===== config.mk =====
export PLATFORM = sky130hd
export DESIGN_NAME = stable_min_priority_queue_core
export DESIGN_NICKNAME = d
export VERILOG_FILES = /design/src/hdl/smpq_pkg.sv /design/src/hdl/smpq_mem.sv /design/src/hdl/stable_min_priority_queue_core.sv
export SDC_FILE = /design/constraint.sdc
export NUM_CORES = 2
export LEC_CHECK = 0
export BUFFER_PORTS_ARGS = -buffer_cell sky130_fd_sc_hd__clkbuf_2
export CORE_MARGIN = 4
export CORE_UTILIZATION = 60
export DETAILED_ROUTE_END_ITERATION = 10
export PLACE_DENSITY = 0.83
export SKIP_LAST_GASP = 1
export SLEW_MARGIN = 25
export SYNTH_ARGS = -nofsm -noshare
export SYNTH_HDL_FRONTEND = slang
export SYNTH_SLANG_ARGS = --single-unit

===== constraint.sdc =====
create_clock -name clk -period 11.9 [get_ports clk]
set_clock_uncertainty 0.15 [all_clocks]
set_input_delay 0.595 -clock clk [delete_from_list [all_inputs] [get_ports clk]]
set_output_delay 0.595 -clock clk [all_outputs]
set_load 0.03 [all_outputs]

===== src/hdl/smpq_pkg.sv =====
// ----------------------------------------------------------------------------
// smpq_pkg
// Shared types and codes for the stable minimum priority queue.
// ----------------------------------------------------------------------------
package smpq_pkg;

    localparam int STATUS_W = 2;
    localparam int DATA_W   = 32;
    localparam int OCC_W    = 5;

    localparam logic [STATUS_W-1:0] ST_INSERTED   = 2'd0;
    localparam logic [STATUS_W-1:0] ST_REMOVED    = 2'd1;
    localparam logic [STATUS_W-1:0] ST_EMPTY      = 2'd2;
    localparam logic [STATUS_W-1:0] ST_FULL_DROP  = 2'd3;

    typedef struct packed {
        logic signed [DATA_W-1:0] value;
        logic signed [DATA_W-1:0] prio;
    } entry_t;

    typedef struct packed {
        logic                     we;
        logic                     re;
    } mem_ctl_t;

endpackage


===== src/hdl/smpq_mem.sv =====
// ----------------------------------------------------------------------------
// smpq_mem
// Entry store: one write port and one registered read port.
// ----------------------------------------------------------------------------
module smpq_mem #(
    parameter int DEPTH = 16,
    parameter int AW    = 4
) (
    input  logic                 clk,
    input  smpq_pkg::mem_ctl_t   ctl,
    input  logic [AW-1:0]        waddr,
    input  smpq_pkg::entry_t     wdata,
    input  logic [AW-1:0]        raddr,
    output smpq_pkg::entry_t     rdata
);
    import smpq_pkg::*;

    entry_t mem [DEPTH];

    always_ff @(posedge clk)
    begin
        if (ctl.we)
        begin
            mem[waddr] <= wdata;
        end
    end

    always_ff @(posedge clk)
    begin
        if (ctl.re)
        begin
            rdata <= mem[raddr];
        end
    end

endmodule


===== src/hdl/stable_min_priority_queue_core.sv =====
// ----------------------------------------------------------------------------
// stable_min_priority_queue_core
// Bounded priority queue kept as a sorted ring in one memory; inserts walk
// back from the tail, shifting larger entries up one slot.
// ----------------------------------------------------------------------------
//  channel  | handshake           | fields
//  ---------+---------------------+-------------------------------------------
//  command  | start / busy        | mode, item_value, item_priority
//  result   | done (1-cycle)      | status, removed_value, removed_priority,
//           |                     | occupancy
//
//  Full insert, empty remove, insert into an empty queue: result in the cycle
//  after acceptance, busy stays low. Remove: head read, S_POP, registered
//  result. Insert: S_SCAN steps back one larger entry at a time, then S_SCAN
//  or S_PLACE writes the item; the single memory read port sets that pace.
//  busy is high while it runs. Reset empties the queue at once; memory
//  contents are not cleared. Results cannot be stalled by the receiver.
// ----------------------------------------------------------------------------
module stable_min_priority_queue_core #(
    parameter int CAPACITY = 16
) (
    input  logic                                     clk,
    input  logic                                     rst_n,
    input  logic                                     start,
    output logic                                     busy,
    input  logic                                     mode,
    input  logic signed [smpq_pkg::DATA_W-1:0]       item_value,
    input  logic signed [smpq_pkg::DATA_W-1:0]       item_priority,
    output logic                                     done,
    output logic [smpq_pkg::STATUS_W-1:0]            status,
    output logic signed [smpq_pkg::DATA_W-1:0]       removed_value,
    output logic signed [smpq_pkg::DATA_W-1:0]       removed_priority,
    output logic [smpq_pkg::OCC_W-1:0]               occupancy
);
    import smpq_pkg::*;

    localparam int AW = (CAPACITY > 1) ? $clog2(CAPACITY) : 1;
    localparam int CW = $clog2(CAPACITY + 1);

    localparam logic [AW-1:0] LAST_IDX = AW'(CAPACITY - 1);
    localparam logic [CW-1:0] CAP_CNT  = CW'(CAPACITY);
    localparam logic [AW:0]   CAP_WIDE = (AW + 1)'(CAPACITY);

    localparam logic [1:0] S_IDLE  = 2'd0;
    localparam logic [1:0] S_POP   = 2'd1;
    localparam logic [1:0] S_SCAN  = 2'd2;
    localparam logic [1:0] S_PLACE = 2'd3;

    logic [1:0]               state_reg, state_next;
    logic [AW-1:0]            head_reg, head_next;
    logic [CW-1:0]            count_reg, count_next;
    logic [AW-1:0]            pos_reg, pos_next;
    logic [CW-1:0]            left_reg, left_next;
    logic signed [DATA_W-1:0] val_reg, val_next;
    logic signed [DATA_W-1:0] pri_reg, pri_next;
    logic                     done_reg, done_next;
    logic [STATUS_W-1:0]      status_reg, status_next;
    logic signed [DATA_W-1:0] rv_reg, rv_next;
    logic signed [DATA_W-1:0] rp_reg, rp_next;
    logic [OCC_W-1:0]         occ_reg, occ_next;

    mem_ctl_t                 mem_ctl;
    logic [AW-1:0]            mem_waddr;
    entry_t                   mem_wdata;
    logic [AW-1:0]            mem_raddr;
    entry_t                   mem_rdata;

    logic [CW-1:0]            count_m1;
    logic [AW:0]              tail_sum;
    logic [AW-1:0]            tail_idx;
    logic [AW-1:0]            pos_inc;
    logic [AW-1:0]            pos_dec;
    logic [AW-1:0]            head_inc;

    smpq_mem #(
        .DEPTH (CAPACITY),
        .AW    (AW)
    ) u_mem (
        .clk   (clk),
        .ctl   (mem_ctl),
        .waddr (mem_waddr),
        .wdata (mem_wdata),
        .raddr (mem_raddr),
        .rdata (mem_rdata)
    );

    assign count_m1 = count_reg - CW'(1);
    assign tail_sum = (AW + 1)'(head_reg) + (AW + 1)'(count_m1);
    assign tail_idx = (tail_sum >= CAP_WIDE) ? AW'(tail_sum - CAP_WIDE) : AW'(tail_sum);
    assign pos_inc  = (pos_reg == LAST_IDX) ? '0 : pos_reg + AW'(1);
    assign pos_dec  = (pos_reg == '0) ? LAST_IDX : pos_reg - AW'(1);
    assign head_inc = (head_reg == LAST_IDX) ? '0 : head_reg + AW'(1);

    always_comb
    begin
        state_next  = state_reg;
        head_next   = head_reg;
        count_next  = count_reg;
        pos_next    = pos_reg;
        left_next   = left_reg;
        val_next    = val_reg;
        pri_next    = pri_reg;
        done_next   = 1'b0;
        status_next = status_reg;
        rv_next     = rv_reg;
        rp_next     = rp_reg;
        mem_ctl     = '0;
        mem_waddr   = pos_inc;
        mem_wdata   = mem_rdata;
        mem_raddr   = pos_dec;

        unique case (state_reg)
            S_IDLE:
            begin
                if (start)
                begin
                    val_next = item_value;
                    pri_next = item_priority;
                    rv_next  = '0;
                    rp_next  = '0;
                    if (mode)
                    begin
                        if (count_reg == '0)
                        begin
                            done_next   = 1'b1;
                            status_next = ST_EMPTY;
                        end
                        else
                        begin
                            mem_ctl.re = 1'b1;
                            mem_raddr  = head_reg;
                            state_next = S_POP;
                        end
                    end
                    else
                    begin
                        if (count_reg >= CAP_CNT)
                        begin
                            done_next   = 1'b1;
                            status_next = ST_FULL_DROP;
                        end
                        else if (count_reg == '0)
                        begin
                            mem_ctl.we      = 1'b1;
                            mem_waddr       = head_reg;
                            mem_wdata.value = item_value;
                            mem_wdata.prio  = item_priority;
                            count_next      = count_reg + CW'(1);
                            done_next       = 1'b1;
                            status_next     = ST_INSERTED;
                        end
                        else
                        begin
                            mem_ctl.re = 1'b1;
                            mem_raddr  = tail_idx;
                            pos_next   = tail_idx;
                            left_next  = count_m1;
                            state_next = S_SCAN;
                        end
                    end
                end
            end
            S_POP:
            begin
                rv_next     = mem_rdata.value;
                rp_next     = mem_rdata.prio;
                head_next   = head_inc;
                count_next  = count_m1;
                done_next   = 1'b1;
                status_next = ST_REMOVED;
                state_next  = S_IDLE;
            end
            S_SCAN:
            begin
                mem_ctl.we = 1'b1;
                mem_waddr  = pos_inc;
                if (mem_rdata.prio > pri_reg)
                begin
                    mem_wdata = mem_rdata;
                    if (left_reg == '0)
                    begin
                        state_next = S_PLACE;
                    end
                    else
                    begin
                        mem_ctl.re = 1'b1;
                        mem_raddr  = pos_dec;
                        pos_next   = pos_dec;
                        left_next  = left_reg - CW'(1);
                    end
                end
                else
                begin
                    mem_wdata.value = val_reg;
                    mem_wdata.prio  = pri_reg;
                    count_next      = count_reg + CW'(1);
                    done_next       = 1'b1;
                    status_next     = ST_INSERTED;
                    state_next      = S_IDLE;
                end
            end
            S_PLACE:
            begin
                mem_ctl.we      = 1'b1;
                mem_waddr       = pos_reg;
                mem_wdata.value = val_reg;
                mem_wdata.prio  = pri_reg;
                count_next      = count_reg + CW'(1);
                done_next       = 1'b1;
                status_next     = ST_INSERTED;
                state_next      = S_IDLE;
            end
            default:
            begin
                state_next = S_IDLE;
            end
        endcase

        occ_next = done_next ? OCC_W'(count_next) : occ_reg;
    end

    always_ff @(posedge clk or negedge rst_n)
    begin
        if (!rst_n)
        begin
            state_reg  <= S_IDLE;
            head_reg   <= '0;
            count_reg  <= '0;
            done_reg   <= 1'b0;
            status_reg <= ST_INSERTED;
            rv_reg     <= '0;
            rp_reg     <= '0;
            occ_reg    <= '0;
        end
        else
        begin
            state_reg  <= state_next;
            head_reg   <= head_next;
            count_reg  <= count_next;
            done_reg   <= done_next;
            status_reg <= status_next;
            rv_reg     <= rv_next;
            rp_reg     <= rp_next;
            occ_reg    <= occ_next;
        end
    end

    always_ff @(posedge clk)
    begin
        pos_reg  <= pos_next;
        left_reg <= left_next;
        val_reg  <= val_next;
        pri_reg  <= pri_next;
    end

    assign busy             = (state_reg != S_IDLE);
    assign done             = done_reg;
    assign status           = status_reg;
    assign removed_value    = rv_reg;
    assign removed_priority = rp_reg;
    assign occupancy        = occ_reg;

endmodule

== Word level (Yosys, flattened, before mapping) ==
Memory sizes are Yosys's and may differ from the RTL's. A register that Yosys moved wholly into a read port is not among the register bits.
Cells that the tools add are included.
Widths: inputs -> output; s select.

* Memories kept: 1
* Bits in writable memories: 1024
* Flip-flop bits (word level): 156
* Word-level logic and storage cells: 130
* Bits of input ports: 68

* Equal/unequal tests: 16
* Mux-type cells: 76
* Add/sub/neg operators: 8
* Order comparisons: 3
* Reductions and logical operators: 14

{| class="wikitable"
|+ Memory list
! name !! words !! width !! rd ports !! clocked after memory_dff !! write ports !! RTL line !! text
|-
| u_mem.mem || 16 || 64 || 1 || 1 || 1 || smpq_mem.sv:18 || <nowiki>entry_t mem [DEPTH];</nowiki>
|}

{| class="wikitable"
|+ Operator list
! kind !! number
|-
| $mux 64 || 5
|-
| $pmux 64 s3 || 1
|-
| $pmux 32 s2 || 2
|-
| $mux 4 || 20
|-
| $mux 5 || 11
|-
| $gt 32x32->1 || 1
|-
| $mux 32 || 1
|-
| $mux 2 || 15
|-
| $pmux 5 s4 || 1
|-
| $pmux 4 s2 || 2
|-
| $ne 2x2->1 const B || 7
|-
| $mux 1 || 12
|-
| $ne 3x3->1 const B || 4
|-
| $ge 5x5->1 const B || 2
|-
| $logic_not 5->1 || 2
|-
| $pmux 5 s2 || 1
|-
| $sub 5x1->5 const B || 2
|-
| $add 4x1->4 const B || 2
|-
| $eq 4x4->1 const B || 2
|-
| $pmux 2 s4 || 1
|-
| $reduce_and 4->1 || 2
|-
| $sub 4x1->4 const B || 2
|-
| $reduce_and 7->1 || 1
|-
| $pmux 2 s3 || 1
|-
| other kinds (11) || 17
|}

== Logic depth before layout (Yosys ltp) ==
* Word-level depth: 9
* Mapped depth: 14
* Gate-level depth less buffers: 11

== Modules after synthesis ==
From an unflattened synthesis, not the netlist that was laid out.

* Cell total of the unflattened synthesis: 2479
* Area, all modules: 49109.6 um^2

{| class="wikitable"
|+ Modules (own cells, without submodules)
! module !! area each (um^2) !! cells an instance !! instances !! sequential area each (um^2)
|-
| smpq_mem || 40222.3 || 1647 || 1 || 32671.3
|-
| stable_min_priority_queue_core || 8887.3 || 832 || 1 || 4269.1
|}

== Worst setup path after synthesis ==
OpenSTA, ideal clock, no wires.

* Path type: flip-flop to flip-flop
* From: register u_mem.rdata[16] (netlist name)
* To: register u_mem.rdata[0] (netlist name)
* Cell stages (with the launch flop): 8
* Setup slack: 4.736 ns
* Data arrival time: 6.440 ns
* Cell sequence: edfxtp_1 ha_1 and4_1 nor4b_1 a21oi_1 a21boi_1 nand2_1 o21ai_0

== Worst setup path after layout ==
* From: register state_reg[1]
* To: register u_mem.rdata[0] (netlist name)

* Word-level cells in the longest chain between the ends: 2

{| class="wikitable"
|+ Ends and longest elaborated chain
! what !! RTL line !! text
|-
| start, declared || stable_min_priority_queue_core.sv:49 || <nowiki>logic [1:0] state_reg, state_next;</nowiki>
|-
| start signal, assigned || stable_min_priority_queue_core.sv:237 || <nowiki>state_reg <= state_next;</nowiki>
|-
| $eq 2x2->1 or $logic_not 2->1 (tied branches) || stable_min_priority_queue_core.sv:112 || <nowiki>unique case (state_reg)</nowiki>
|-
| $pmux 1 s2 or $mux 4 (tied branches) || -- ||
|}

Several ways; a longest one is shown, not always the timed one.
A chain may end at the register's enable or synchronous reset.

==> summary.txt <==
Status
  • Result of the run: finished clean

Synth
  • Net Count, Synth: between 3k and 4k
  • Mux cell area share after synthesis: less than 1%
  • Syn Std Cell Area: slightly above 0.05 mm2
  • Average cell area after synthesis: between 10 and 15 um2
  • Compound-gate portion of the synthesized area: 17.60%
  • Synth Instances: between 3k and 4k
  • Adder-cell area share of the yosys netlist: between 1 and 1.5%
  • Async SR Flop Fraction: around 6.7%
  • Xor/xnor cell area share of the yosys netlist: less than 1%
  • Largest family of logic cells by synthesized area: compound AO/OA/AOI/OAI gates
  • Area share of and/or/nand/nor cells after synthesis: under 10%
  • Number of synthesized flops with an enable pin: ~1.2k
  • Portion of the post-synthesis area used by sequential elements: a little under three quarters
  • Number of warnings reported in the yosys synthesis log: 0
  • Netlist cell types: 73
  • Dominant synthesized flop cell: sky130_fd_sc_hd__edfxtp_1
  • #FFs+latches synth: 1,244

STA
  • Max-slew violation count: 0
  • Relative slew slack: between 20% and 30%
  • Final worst path period need: just over 6 ns
  • Count of final setup violators: 0
  • Share of the clock period used by the worst path after layout: a little over half
  • Slew at the pin with the worst max-slew slack: between 1 and 1.5 ns
  • Sum Neg Setup Slack: 0 ns
  • Final Hold Vio Count: 0
  • RSZ-0062 raised after global routing: false
  • Highest attainable clock frequency: 0.1609 GHz

CTS
  • Number of buffers created by CTS: between 100 and 150
  • Clock Latency Late Sink: approximately 0.7 ns
  • Clk buf depth: 3
  • Hold buffer count at CTS: 57
  • Buffer type at the clock tree root: sky130_fd_sc_hd__clkbuf_16
  • Clock transition at the register clock pins on the worst setup and hold paths after CTS: around 0.06 ns
  • Number of instances resized during post-cts repair: 0
  • Post-CTS setup buffer count: 0
  • Deepest level of the CTS H-tree: 3
  • Clock tree from TritonCTS: yes
  • Sink count of the clock tree: approximately 1.2k

Final layout
  • Filler Cells Inserted: roughly 5.5k
  • Max reg flops: roughly 1.0k
  • Final core utilization: between 60% and 70%
  • Combined flip-flop and latch cell area: roughly 0.037 mm2
  • Area of the multi-input gates: around 0.013 mm2
  • Layout Nets: roughly 3.8k
  • Largest registers in the final layout: u_mem.mem (1024), u_mem.rdata (64)
  • Most common library cell in the layout ignoring fill and taps: sky130_fd_sc_hd__edfxtp_1
  • Commonest cells after routing, fill and taps aside: sky130_fd_sc_hd__edfxtp_1, sky130_fd_sc_hd__nand2_1, sky130_fd_sc_hd__o21ai_0
  • Register bank with the most flops: u_mem.mem
  • Layout cell share with drive strength beyond 1: 12.88%
  • Area grow syn2layout: 11.86%

Routing
  • Via-to-Cell Ratio: between 7 and 8
  • Post-route DRC: 0
  • Pre-Repair DR Iteration Count: 8
  • Total routed wirelength: between 150 and 200 mm
  • Routed via count: approximately 36k
  • Average wire per standard cell: ~30 um
  • Post-DRT Antenna Nets: 0
  • Detailed router's first-iteration violation count: about 6.2k

Worst setup path
  • Setup Crit Path Kind: flip-flop to flip-flop
  • Reg-to-reg setup timing slack: about 5.7 ns
  • Launch instance of the worst register-to-register path: state_reg[1]
  • Critical Path End Type: flip-flop
  • Crit path DAT: 6.47 ns
  • R2r endpoint: u_mem.rdata[0]
  • Kind of launch point of the worst setup path: flip-flop
  • Length in cells of the worst reg-to-reg path: 11
  • Crit path max fanout: between 80 and 90
  • Data required time of the worst path: 12.15 ns

Run
  • Max_cap viols: 0

Die
  • Placement row count: ~110
  • Core Box Area: approximately 0.085 mm2
  • Vertical die dimension: around 300 um
  • Number of top-level design ports: ~140
  • Horizontal die dimension: 301.7 um
  • Floorplan die area: about 0.09 mm2
  • Initial Util: about three fifths

Global routing
  • Vias in the first global route: 35.52k
  • Global Route Usage Sum: around a third
  • Largest net degree at the start of global routing: around 210
  • Global-route wire length before repair: 219.7 mm
  • Antenna violations before repair: 10
  • Remaining global-route overflow: 0

Placement
  • Port bufs: 140
  • Gp weighted congestion: 0.8472
  • DP Wirelength: slightly below 80 mm

Hold path
  • Hold Crit Depth: 1
  • Worst min-delay path startpoint: item_priority[6]
  • Worst min-delay path category: input port to flip-flop
  • Endpoint with the worst hold slack: pri_reg[6]
[worst max path at each step]
stage,end,slack [ns],cells after the start,from
2_1_floorplan,u_mem.rdata[0],4.74,7,u_mem.rdata[16]
3_3_place_gp,u_mem.rdata[19],6.24,11,state_reg[0]
3_5_place_dp,u_mem.rdata[0],5.97,11,state_reg[1]
4_1_cts,u_mem.rdata[16],5.90,11,state_reg[1]
5_1_grt,u_mem.rdata[16],5.49,11,state_reg[0]
6_report,u_mem.rdata[0],5.68,11,state_reg[1]
[cells in the mapped netlist, drive strengths merged (2+ instances only)]
cell type  count  area share [%]
a221o         28            0.54
a21o           7            0.10
xor2           2           0.034
o22ai          2           0.024
nor2b          6           0.073
nor3           4           0.039
and3           5           0.060
or3b           2           0.034
a32o         128             2.5
xnor2          8            0.14
nand2b         3           0.036
o32ai         39            0.66
nor3b          3           0.044
a22o          65             1.1
mux2i          7            0.14
and2          29            0.35
nand3        151             1.5
nand2        422             3.1
buf          123             1.5
dfrtp         83             4.0
nor2          41            0.33
o211ai         7            0.10
a21oi        201             2.0
o221ai        65             1.2
clkbuf       213             1.5
nand4          9            0.11
a221oi         2           0.034
nor4b          2           0.034
o2111ai        3           0.051
a22oi         71             1.0
a31oi          4           0.048
ha            48             1.2
o21a           3           0.044
o21ai        313             3.0
edfxtp      1161              67
o31ai          3           0.053
nor4           2           0.024
a211oi         5           0.073
a32oi        295             5.0
mux2           8            0.17
inv           52            0.38
[kinds of logic (layout without fill, tap and decap cells)]
logic type               after synthesis  in the layout
AND/OR/NAND/NOR                      685            685
AO/OA/AOI/OAI                       1248           1248
adder cells (fa/ha/maj)               49             49
XOR/XNOR                              11             11
buffers and inverters                389            568
other                                  0              6
flip-flops                          1244           1244
multiplexers                          16             16
[worst max-delay path, stage by stage, from the launching register on]
cell                       delay, ns
sky130_fd_sc_hd__dfrtp_1        0.40
sky130_fd_sc_hd__inv_1          0.12
sky130_fd_sc_hd__ha_1           0.60
sky130_fd_sc_hd__nand2_2        0.25
sky130_fd_sc_hd__clkinv_2       0.66
sky130_fd_sc_hd__nand3_4        0.31
sky130_fd_sc_hd__nand2_4        0.71
sky130_fd_sc_hd__and2_4         0.97
sky130_fd_sc_hd__buf_4          0.89
sky130_fd_sc_hd__a32oi_1        0.22
sky130_fd_sc_hd__a22oi_1        0.30
sky130_fd_sc_hd__o221ai_1       0.17
[per-layer routing]
metal	share of wire, %	global-route usage [%]
met3	15	9.373
met4	4.7	15.12
met1	34	42.64
met2	46	49.74
met5	0.027	0
[stage by stage]
step | worst slack, ns | hold slack [ns] | instances | area [um2]
6_report | 5.684 | 0.03440 | 4971 | 57890
3_5_place_dp | 5.974 | 0.3398 | 4691 | 53370
2_1_floorplan | 4.736 | 0.1494 | 3642 | 51750
5_1_grt | 5.488 | 0.02514 | 4965 | 57880
3_3_place_gp | 6.236 | 0.3412 | 4691 | 53370
4_1_cts | 5.898 | 0.001373 | 4962 | 57780
[cell type report]
| class | count | area share [%] |
|---|---|---|
| Sequential cell | 1244 | 63.81 |
| Clock inverter | 78 | 1.366 |
| Antenna cell | 6 | 0.02593 |
| Inverter | 53 | 0.3458 |
| Clock buffer | 136 | 5.267 |
| Multi-Input combinational cell | 2009 | 23.04 |
| Tap cell | 1144 | 2.472 |
| Timing Repair Buffer | 301 | 3.674 |
Power is left out: the tool's default activity adds up to more than one toggle a clock period on the data nets, which glitch-free logic cannot reach.
